$ cat src/rtl/mkd_pkg.sv
package mkd_pkg;

	// sizing of the decoder
	localparam int MAX_SYMBOLS = 4;
	localparam int LINE_LENGTH = 16;
	localparam int COUNT_WIDTH = 12;
	localparam int LIMIT_WIDTH = 12;
	localparam int NUM_LETTERS = 26;
	localparam int SYM_CNT_W   = 3;
	localparam int SYM_IDX_W   = $clog2(MAX_SYMBOLS);
	localparam int LETTER_W    = 5;
	localparam int COLUMN_W    = 4;
	localparam int CFG_IDX_W   = 2;

	// stream widths, fields packed from bit 0 and padded to whole bytes
	localparam int IN_FIELDS_W  = 2;
	localparam int OUT_FIELDS_W = 2 + LETTER_W + COLUMN_W + 1;
	localparam int IN_DATA_W    = ((IN_FIELDS_W + 7) / 8) * 8;
	localparam int OUT_DATA_W   = ((OUT_FIELDS_W + 7) / 8) * 8;

	// configuration register indexes
	localparam logic [CFG_IDX_W-1:0] REG_GLITCH_LIMIT = CFG_IDX_W'(0);
	localparam logic [CFG_IDX_W-1:0] REG_DOT_LIMIT    = CFG_IDX_W'(1);
	localparam logic [CFG_IDX_W-1:0] REG_DASH_LIMIT   = CFG_IDX_W'(2);

	// reset values of the limits
	localparam logic [LIMIT_WIDTH-1:0] GLITCH_RESET = LIMIT_WIDTH'(10);
	localparam logic [LIMIT_WIDTH-1:0] DOT_RESET    = LIMIT_WIDTH'(500);
	localparam logic [LIMIT_WIDTH-1:0] DASH_RESET   = LIMIT_WIDTH'(1000);

	localparam logic [COUNT_WIDTH-1:0] TICK_MAX = {COUNT_WIDTH{1'b1}};
	localparam logic [COLUMN_W-1:0]    LAST_COLUMN = COLUMN_W'(LINE_LENGTH - 1);

	// morse codes: high nibble length, low nibble pattern, bit k symbol k, 1 is dash
	localparam logic [7:0] MORSE_TABLE [NUM_LETTERS] = '{
		8'h22, 8'h41, 8'h45, 8'h31, 8'h10, 8'h44, 8'h33, 8'h40, 8'h20, 8'h4E,
		8'h35, 8'h42, 8'h23, 8'h21, 8'h37, 8'h46, 8'h4B, 8'h32, 8'h30, 8'h11,
		8'h34, 8'h48, 8'h36, 8'h49, 8'h4D, 8'h43
	};

	typedef struct packed {
		logic                hit;
		logic [LETTER_W-1:0] letter;
	} match_t;

	// first table entry equal in length and pattern
	function automatic match_t find_letter(input logic [SYM_CNT_W-1:0] count,
			input logic [MAX_SYMBOLS-1:0] bits);
		match_t res;
		res = '0;
		for (int k = NUM_LETTERS - 1; k >= 0; k--) begin
			if (MORSE_TABLE[k][6:4] == count && MORSE_TABLE[k][3:0] == bits) begin
				res.hit    = 1'b1;
				res.letter = LETTER_W'(k);
			end
		end
		return res;
	endfunction

endpackage

$ cat src/rtl/morse_key_decoder_unit.sv
// morse key decoder, one tick transaction in, one result transaction out
// pipeline: two register stages; a taken input transaction is held in the input
// register until the result register is free, then moves into it
// throughput: one transaction per cycle; while the result is stalled the input
// register still takes one more transaction, then s_tready drops
// reset: arst_n clears press state, symbol buffer, column and valids;
// the three limits return to 10, 500 and 1000
module morse_key_decoder_unit (
	input  logic                             clk,
	input  logic                             arst_n,
	input  logic                             s_tvalid,
	output logic                             s_tready,
	// key_down, end_letter
	input  logic [mkd_pkg::IN_DATA_W-1:0]    s_tdata,
	output logic                             m_tvalid,
	input  logic                             m_tready,
	// lamp_on, letter_valid, letter[4:0], column[3:0], clear_display
	output logic [mkd_pkg::OUT_DATA_W-1:0]   m_tdata,
	input  logic                             cfg_we,
	input  logic [mkd_pkg::CFG_IDX_W-1:0]    cfg_index,
	input  logic [mkd_pkg::LIMIT_WIDTH-1:0]  cfg_data
);
	import mkd_pkg::*;

	logic [LIMIT_WIDTH-1:0] glitch_limit_q, dot_limit_q, dash_limit_q;
	logic                   valid_s1;
	logic                   key_s1, endl_s1;
	logic                   out_valid_q;
	logic [OUT_DATA_W-1:0]  out_data_q;
	logic [COUNT_WIDTH-1:0] press_ticks_q, press_ticks_d;
	logic                   key_was_down_q;
	logic [MAX_SYMBOLS-1:0] symbol_bits_q, symbol_bits_d, bits_pushed;
	logic [SYM_CNT_W-1:0]   symbol_count_q, symbol_count_d, count_pushed;
	logic [COLUMN_W-1:0]    cursor_column_q, cursor_column_d;
	logic                   advance, do_push, is_dash, do_match, clr;
	logic [OUT_DATA_W-1:0]  result;
	match_t                 match;

	assign advance  = !out_valid_q || m_tready;
	assign s_tready = !valid_s1 || advance;
	assign m_tvalid = out_valid_q;
	assign m_tdata  = out_data_q;

	// configuration writes
	always_ff @(posedge clk or negedge arst_n) begin
		if (!arst_n) begin
			glitch_limit_q <= GLITCH_RESET;
			dot_limit_q    <= DOT_RESET;
			dash_limit_q   <= DASH_RESET;
		end else if (cfg_we) begin
			unique case (cfg_index)
				REG_GLITCH_LIMIT: glitch_limit_q <= cfg_data;
				REG_DOT_LIMIT:    dot_limit_q    <= cfg_data;
				REG_DASH_LIMIT:   dash_limit_q   <= cfg_data;
				default: ;
			endcase
		end
	end

	// input register
	always_ff @(posedge clk or negedge arst_n) begin
		if (!arst_n) begin
			valid_s1 <= 1'b0;
		end else if (s_tready) begin
			valid_s1 <= s_tvalid;
		end
	end

	always_ff @(posedge clk) begin
		if (s_tready && s_tvalid) begin
			key_s1  <= s_tdata[0];
			endl_s1 <= s_tdata[1];
		end
	end

	// press timing and classification on release
	always_comb begin
		press_ticks_d = press_ticks_q;
		do_push       = 1'b0;
		is_dash       = 1'b0;
		if (key_s1) begin
			if (!key_was_down_q) begin
				press_ticks_d = COUNT_WIDTH'(1);
			end else if (press_ticks_q < TICK_MAX) begin
				press_ticks_d = press_ticks_q + COUNT_WIDTH'(1);
			end
		end else if (key_was_down_q) begin
			priority if (press_ticks_q > glitch_limit_q && press_ticks_q < dot_limit_q) begin
				do_push = 1'b1;
			end else if (press_ticks_q > dot_limit_q && press_ticks_q < dash_limit_q) begin
				do_push = 1'b1;
				is_dash = 1'b1;
			end else begin
				do_push = 1'b0;
			end
			press_ticks_d = '0;
		end
	end

	// append symbol to the buffer
	always_comb begin
		bits_pushed  = symbol_bits_q;
		count_pushed = symbol_count_q;
		if (do_push && symbol_count_q < SYM_CNT_W'(MAX_SYMBOLS)) begin
			for (int k = 0; k < MAX_SYMBOLS; k++) begin
				if (symbol_count_q[SYM_IDX_W-1:0] == SYM_IDX_W'(k)) begin
					bits_pushed[k] = is_dash;
				end
			end
			count_pushed = symbol_count_q + SYM_CNT_W'(1);
		end
	end

	// letter match and column advance
	always_comb begin
		do_match        = endl_s1 || (count_pushed >= SYM_CNT_W'(MAX_SYMBOLS));
		match           = find_letter(count_pushed, bits_pushed);
		symbol_bits_d   = bits_pushed;
		symbol_count_d  = count_pushed;
		cursor_column_d = cursor_column_q;
		clr             = 1'b0;
		result          = '0;
		result[0]       = key_s1;
		if (do_match) begin
			symbol_bits_d  = '0;
			symbol_count_d = '0;
			if (match.hit) begin
				if (cursor_column_q >= LAST_COLUMN) begin
					clr             = 1'b1;
					cursor_column_d = '0;
				end else begin
					cursor_column_d = cursor_column_q + COLUMN_W'(1);
				end
				result[1]                          = 1'b1;
				result[2 +: LETTER_W]              = match.letter;
				result[2 + LETTER_W +: COLUMN_W]   = cursor_column_q;
				result[2 + LETTER_W + COLUMN_W]    = clr;
			end
		end
	end

	// decoder state, updated once per item
	always_ff @(posedge clk or negedge arst_n) begin
		if (!arst_n) begin
			press_ticks_q   <= '0;
			key_was_down_q  <= 1'b0;
			symbol_bits_q   <= '0;
			symbol_count_q  <= '0;
			cursor_column_q <= '0;
		end else if (valid_s1 && advance) begin
			press_ticks_q   <= press_ticks_d;
			key_was_down_q  <= key_s1;
			symbol_bits_q   <= symbol_bits_d;
			symbol_count_q  <= symbol_count_d;
			cursor_column_q <= cursor_column_d;
		end
	end

	// result register
	always_ff @(posedge clk or negedge arst_n) begin
		if (!arst_n) begin
			out_valid_q <= 1'b0;
		end else if (advance) begin
			out_valid_q <= valid_s1;
		end
	end

	always_ff @(posedge clk) begin
		if (valid_s1 && advance) begin
			out_data_q <= result;
		end
	end

endmodule

$ cat config.mk
export PLATFORM = sky130hd
export DESIGN_NAME = morse_key_decoder_unit
export DESIGN_NICKNAME = d
export VERILOG_FILES = /design/src/rtl/mkd_pkg.sv /design/src/rtl/morse_key_decoder_unit.sv
export SDC_FILE = /design/constraint.sdc
export NUM_CORES = 1
export LEC_CHECK = 0
export BUFFER_PORTS_ARGS = -buffer_cell sky130_fd_sc_hd__clkbuf_2
export CAP_MARGIN = 0
export CORE_MARGIN = 3
export CORE_UTILIZATION = 50
export CTS_BUF_LIST = sky130_fd_sc_hd__clkbuf_4
export DETAILED_ROUTE_END_ITERATION = 8
export GPL_ROUTABILITY_DRIVEN = 0
export HOLD_SLACK_MARGIN = 0.1
export PLACE_DENSITY = 0.69
export SYNTH_ARGS = -nofsm -noshare
export SYNTH_HDL_FRONTEND = slang
export SYNTH_SLANG_ARGS = --single-unit
$ cat constraint.sdc
create_clock -name clk -period 7.1 [get_ports clk]
set_input_delay 0.71 -clock clk [delete_from_list [all_inputs] [get_ports clk]]
set_output_delay 0.71 -clock clk [all_outputs]
set_load 0.03 [all_outputs]
# Word-level counts from Yosys, hierarchy flattened
# Cells that the tools add are included.
classes:
  n_addsub: 3
  magnitude_cmp: 8
  eq_ne: 22
  mux: 48
  n_bitwise: 2
  n_reduce_logical: 51
op_table:
  columns: ["cell", "count"]
  rows:
  - ["$mux 6", 26]
  - ["$mux 12", 4]
  - ["$logic_and 1x1->1", 31]
  - ["$gt 12x12->1", 2]
  - ["$lt 12x12->1", 2]
  - ["$eq 4x4->1 const A", 5]
  - ["$reduce_or 18->1", 1]
  - ["$eq 3x4->1 const A", 4]
  - ["$mux 1", 13]
  - ["$add 12x1->12 const B", 1]
  - ["$lt 12x12->1 const B", 1]
  - ["$mux 4", 3]
  - ["$reduce_or 10->1", 1]
  - ["$eq 2x4->1 const A", 2]
  - ["$reduce_and 2->1", 4]
  - ["$eq 2x2->1 const B", 3]
  - ["$eq 2x3->1 const A", 2]
  - ["$mux 3", 2]
  - ["$reduce_and 3->1", 2]
  - ["$reduce_or 6->1", 1]
  - ["$add 4x1->4 const B", 1]
  - ["$eq 1x4->1 const A", 1]
  - ["$eq 2x1->1 const B", 2]
  - ["$ge 4x4->1 const B", 1]
  - ["other kinds (14)", 19]
totals:
  reg_bits: 76
  in_bits: 27
  out_inout_bits: 18

# Depth between registers and ports, before layout
logic_depth:
  word_depth: 38
  mapped_depth: 15
  depth_no_buf: 13

# Least setup slack after synthesis
# OpenSTA, ideal clock, no wires.
synth_path:
  path_kind: "reg2reg"
  start: "register glitch_limit_q[1]"
  end: "register out_data_q[3], in the netlist m_tdata[3], data pin"
  t_arrival_ns: 3.196
  t_required_ns: 6.831
  setup_slack_ns: 3.635
  stages_incl_launch_ff: 15
  path_buffers: 1
  synth_period_minus_slack_ns: 3.465
  cell_sequence: "dfstp_2 -> inv_1 -> ha_1 -> nor2b_4 -> o211ai_2 -> a211oi_2 -> a2111oi_4 -> buf_6 -> o31ai_4 -> a211o_1 -> a21boi_1 -> o21a_1 -> a2111o_1 -> o21ai_4 -> nor3_1"
synth_between:
  elab_chain_len: 37
  word_cells_on_any_way: 89
synth_lines:
  columns: ["item", "line", "rtl"]
  rows:
  - ["from (decl)", "morse_key_decoder_unit.sv:25", "logic [LIMIT_WIDTH-1:0] glitch_limit_q, dot_limit_q, dash_limit_q;"]
  - ["from (signal assigned)", "morse_key_decoder_unit.sv:52", "REG_GLITCH_LIMIT: glitch_limit_q <= cfg_data;"]
  - ["$gt 12x12->1 (*)", "morse_key_decoder_unit.sv:88", "priority if (press_ticks_q > glitch_limit_q && press_ticks_q < dot_limit_q) begin"]
  - ["$logic_and 1x1->1 (*)", "morse_key_decoder_unit.sv:88", null]
  - ["$mux 1", "morse_key_decoder_unit.sv:88", null]
  - ["$mux 1", "morse_key_decoder_unit.sv:87", "end else if (key_was_down_q) begin"]
  - ["$mux 1", "morse_key_decoder_unit.sv:81", "if (key_s1) begin"]
  - ["$mux 1 or $logic_and 1x1->1 (tied branches)", "morse_key_decoder_unit.sv:106, morse_key_decoder_unit.sv:104", null]
  - ["$mux 4 or $mux 3 (tied branches)", "morse_key_decoder_unit.sv:104", "if (do_push && symbol_count_q < SYM_CNT_W'(MAX_SYMBOLS)) begin"]
  - ["$eq 2x4->1 or $eq 3x3->1 (tied branches)", "mkd_pkg.sv:52", "if (MORSE_TABLE[k][6:4] == count && MORSE_TABLE[k][3:0] == bits) begin"]
  - ["$logic_and 1x1->1", "mkd_pkg.sv:52", null]
  - ["$mux 6 (26 in series)", "mkd_pkg.sv:52", null]
  - ["$not 1->1 (no source line)", null, null]
  - ["$reduce_or 4->1 (no source line)", null, null]
  - ["to (signal assigned)", "morse_key_decoder_unit.sv:170", "out_data_q <= result;"]
  - ["to (decl)", "morse_key_decoder_unit.sv:29", "logic [OUT_DATA_W-1:0] out_data_q;"]
# Every way passes the cells marked *; elsewhere a longest branch is shown, timed or not.
# A chain may end at the register's enable or synchronous reset.

# Final worst setup path
layout_path:
  start: "register glitch_limit_q[1]"
  end: "register cursor_column_q[0]"
layout_between:
  elab_chain_len: 36
  word_cells_on_any_way: 87
layout_lines:
  columns: ["item", "line", "rtl"]
  rows:
  - ["$gt 12x12->1 (*)", "morse_key_decoder_unit.sv:88", null]
  - ["$logic_and 1x1->1 (*)", "morse_key_decoder_unit.sv:88", null]
  - ["$mux 1", "morse_key_decoder_unit.sv:88", null]
  - ["$mux 1", "morse_key_decoder_unit.sv:87", null]
  - ["$mux 1", "morse_key_decoder_unit.sv:81", null]
  - ["$mux 1 or $logic_and 1x1->1 (tied branches)", "morse_key_decoder_unit.sv:106, morse_key_decoder_unit.sv:104", null]
  - ["$mux 4 or $mux 3 (tied branches)", "morse_key_decoder_unit.sv:104", null]
  - ["$eq 2x4->1 or $eq 3x3->1 (tied branches)", "mkd_pkg.sv:52", null]
  - ["$logic_and 1x1->1", "mkd_pkg.sv:52", null]
  - ["$mux 6 (26 in series)", "mkd_pkg.sv:52", null]
  - ["$reduce_and 3->1 (no source line) (*)", null, null]
  - ["to (signal assigned)", "morse_key_decoder_unit.sv:155", "cursor_column_q <= cursor_column_d;"]
  - ["to (decl)", "morse_key_decoder_unit.sv:34", "logic [COLUMN_W-1:0] cursor_column_q, cursor_column_d;"]
# Marked as above.

==> results.sh <==
export IMPL_n_fill_cell=921
export IMPL_fin_tns_setup_ps=0
export IMPL_syn_area_sq_mm=0.00518
export IMPL_hold_buffers=0
export IMPL_synth_compound_area_share_pct=20.2
export IMPL_ir_drop_uv=120
export IMPL_met1Wirelength_mm=5.49
export IMPL_cts_tree="done"
export IMPL_grt_max_degree=63
export IMPL_coreArea_sq_mm=0.00991
export IMPL_layout_common_cells="48 x dfrtp_1, 47 x inv_1, 43 x nand2_1, 41 x ha_1, 34 x clkbuf_2"
export IMPL_htree_levels=3
export IMPL_ant_nets=0
export IMPL_outcome="finished clean"
export IMPL_globalRouteOverflowTotal=0
export IMPL_nets=629
export IMPL_cp_top_family="compound AO/OA/AOI/OAI gates"
export IMPL_synthAdderAreaFrac_pct=9.90
export IMPL_synthSimpleGateAreaFrac_pct=17.3
export IMPL_crit_path_top_delay_cell="a2111oi_4"
export IMPL_syn_inst=535
export IMPL_n_antenna_cell=0
export IMPL_highest_layer="met4"
export IMPL_period_minus_slack_ps=4550
export IMPL_worstMarginPinSlew_ps=777
export IMPL_timing_critical_path_buf_inv=1
export IMPL_slew_headroom_pct=48.2
export IMPL_viasPerCell=5.96
export IMPL_num_rows=36
export IMPL_rsz0062_at_grt="false"
export IMPL_finalCritPeriodShare_pct=64.1
export IMPL_arrival_ps=4880
export IMPL_cts_made_buffers=9
export IMPL_area_delta_synth_final_pct=7.32
export IMPL_first_iter_violations=323
export IMPL_dr_wl_met3_um=652
export IMPL_p_per_area_mw_per_mm2=189
export IMPL_ys_warnings_count=0
export IMPL_synth_edf_count=14
export IMPL_grt_pass1_wl_mm=19.7
export IMPL_die_w_um=108
export IMPL_p_leak_nw=2.44
export IMPL_timing_fmax_mhz=220
export IMPL_finalHoldViolCount=0
export IMPL_cts_sinks=76
export IMPL_clock_latency_ps=430
export IMPL_synth_xor_area_share_pct=2.20
export IMPL_dp_final_hpwl_mm=8.74
export IMPL_critPathMaxFanout=11
export IMPL_antenna_found_initial=0
export IMPL_dr_pass1_iters=5
export IMPL_hp_class="input pin to async pin"
export IMPL_required_ps=7430
export IMPL_final_common_cell="dfrtp_1"
export IMPL_drc=0
export IMPL_cts_buffer_depth=2
export IMPL_cp_end_kind="flop"
export IMPL_die_height_um=108
export IMPL_crit_path_cell_trace="inv_1 > ha_1 > nor2b_4 > o211ai_2 > a211oi_2 > a2111oi_4 > o21ai_1 > a211oi_2 > o21ai_2 > o32a_1 > and4_4 > a211oi_2 > mux2_1"
export IMPL_pin_count=45
export IMPL_drv_cap=0
export IMPL_startpoint_type="flop"
export IMPL_synthMuxAreaShare_pct=6.09
export IMPL_clkTransAtPathRegs_ps=130
export IMPL_synth_top_family_by_area="compound AO/OA/AOI/OAI gates"
export IMPL_synth_distinct_cells=83
export IMPL_root_buffer="clkbuf_4"
export IMPL_die_area_sq_mm=0.0116
export IMPL_synth_main_ff_cell="dfrtp_1"
export IMPL_grt_usage_pct=21.2
export IMPL_seq_area_frac_synth_pct=38.4
export IMPL_synth_avg_cell_area_sq_um=9.68
export IMPL_grt_pass1_vias=4012
export IMPL_drive_above_1_share_pct=20.7
export IMPL_fin_ws_ps=2550
export IMPL_path_class="flop to flop"
export IMPL_numPortBuffers=34
export IMPL_vias=4163
export IMPL_synth_seq_cells=76
export IMPL_async_flop_share_pct=81.6
export IMPL_cts_resized=0
export IMPL_cts_setup_buffers=0
export IMPL_slew_violations=0
export IMPL_met2_length_mm=5.23
export IMPL_totalWireLength_mm=11.6
export IMPL_post_drt_wl_per_cell_um=16.7
export IMPL_cpMostUsedCell="a211oi_2"
export IMPL_dp_slack_ps=2620
export IMPL_cpPeakStageDelay_ps=740
export IMPL_clock_skew_ps=15.7
export IMPL_start_util_pct=52.3
export IMPL_setup_violations=0
through the flow:
stage	power [W]	instances	hold WS, ps	utilization (%)	cell area [sq um]
final	0.00105	699	406	56.1	5560
after global routing	0.00111	699	416	56.1	5560
after global placement	0.000771	683	479	54.7	5420
after CTS	0.00106	699	419	56.1	5560
after detailed placement	0.000785	683	486	54.7	5420
after floorplan	0.000714	538	414	-	5190
cell families after synthesis:
logic type | Yosys count
other | 1
xor gates and xnor gates | 13
DFF | 76
and+or+nand+nor | 166
adders and majority gates | 41
AOI/OAI and AO/OA | 138
muxes | 28
buffers and inverters | 72
layout make-up:
| cell class | count | area (sq um) | area share, % |
|---|---|---|---|
| sequential | 76 | 1990 | 35.8 |
| inverter | 48 | 180 | 3.24 |
| clock inverter | 5 | 53.8 | 0.968 |
| clock buffer | 11 | 82.6 | 1.49 |
| tap | 133 | 166 | 2.99 |
| multi-input combinational | 390 | 2900 | 52.2 |
| timing repair buffer | 36 | 185 | 3.33 |
worst paths after layout:
| kind | slack, ps | depth (start not counted) | startpoint | end |
|---|---|---|---|---|
| setup / recovery | 2550 | 13 | glitch_limit_q[1] | cursor_column_q[0] |
| hold reg to reg | 520 | 1 | valid_s1 | m_tvalid |
| setup reg to reg | 2550 | 13 | glitch_limit_q[1] | cursor_column_q[0] |
| hold / removal | 410 | 2 | arst_n | glitch_limit_q[5] |
| max in group asynchronous | 6160 | 2 | arst_n | press_ticks_q[1] |
| min in group clk | 450 | 1 | s_tdata[1] | endl_s1 |
power breakdown:
part | switching [W] | internal (W)
Clock | 0.000158 | 0.000114
Sequential | 0.0000359 | 0.000507
Combinational | 0.000139 | 0.0000951
Total | 0.000333 | 0.000716
per-layer routing:
| metal | up-vias | GRT usage [%] |
|---|---|---|
| li1 | 2021 | - |
| met1 | 1993 | 30.5 |
| met2 | 128 | 32.1 |
| met3 | 21 | 3.78 |
| met4 | 0 | 7.21 |
| met5 | - | 0 |
state kept, by name, summed over array words and instances, names as in the netlist:
| name | flops |
|---|---|
| cursor_column_q | 4 |
| dash_limit_q | 12 |
| dot_limit_q | 12 |
| endl_s1 | 1 |
| glitch_limit_q | 12 |
| key_s1 | 1 |
| key_was_down_q | 1 |
| m_tdata | 12 |
| m_tvalid | 1 |
| press_ticks_q | 12 |
| symbol_bits_q | 4 |
| symbol_count_q | 3 |
| valid_s1 | 1 |
synthesized netlist by cell type (7+ instances only):
library cell,instances,area [sq um]
o21ai_0,22,110
nor3_1,12,60.1
inv_1,47,176
and4_1,9,78.8
buf_2,7,35.0
xor2_1,7,61.3
o21ai_1,8,40.0
mux2_2,26,293
edfxtp_1,14,420
o31ai_1,9,67.6
dfstp_2,14,368
clkbuf_1,9,33.8
ha_1,41,513
a21oi_1,21,105
nand3_1,12,60.1
nand2_1,43,161
and2_1,9,56.3
o211ai_1,12,90.1
nor2_1,33,124
nand4_1,11,68.8
dfrtp_1,48,1200
No activity file was read; power rests on OpenSTA's default activity.
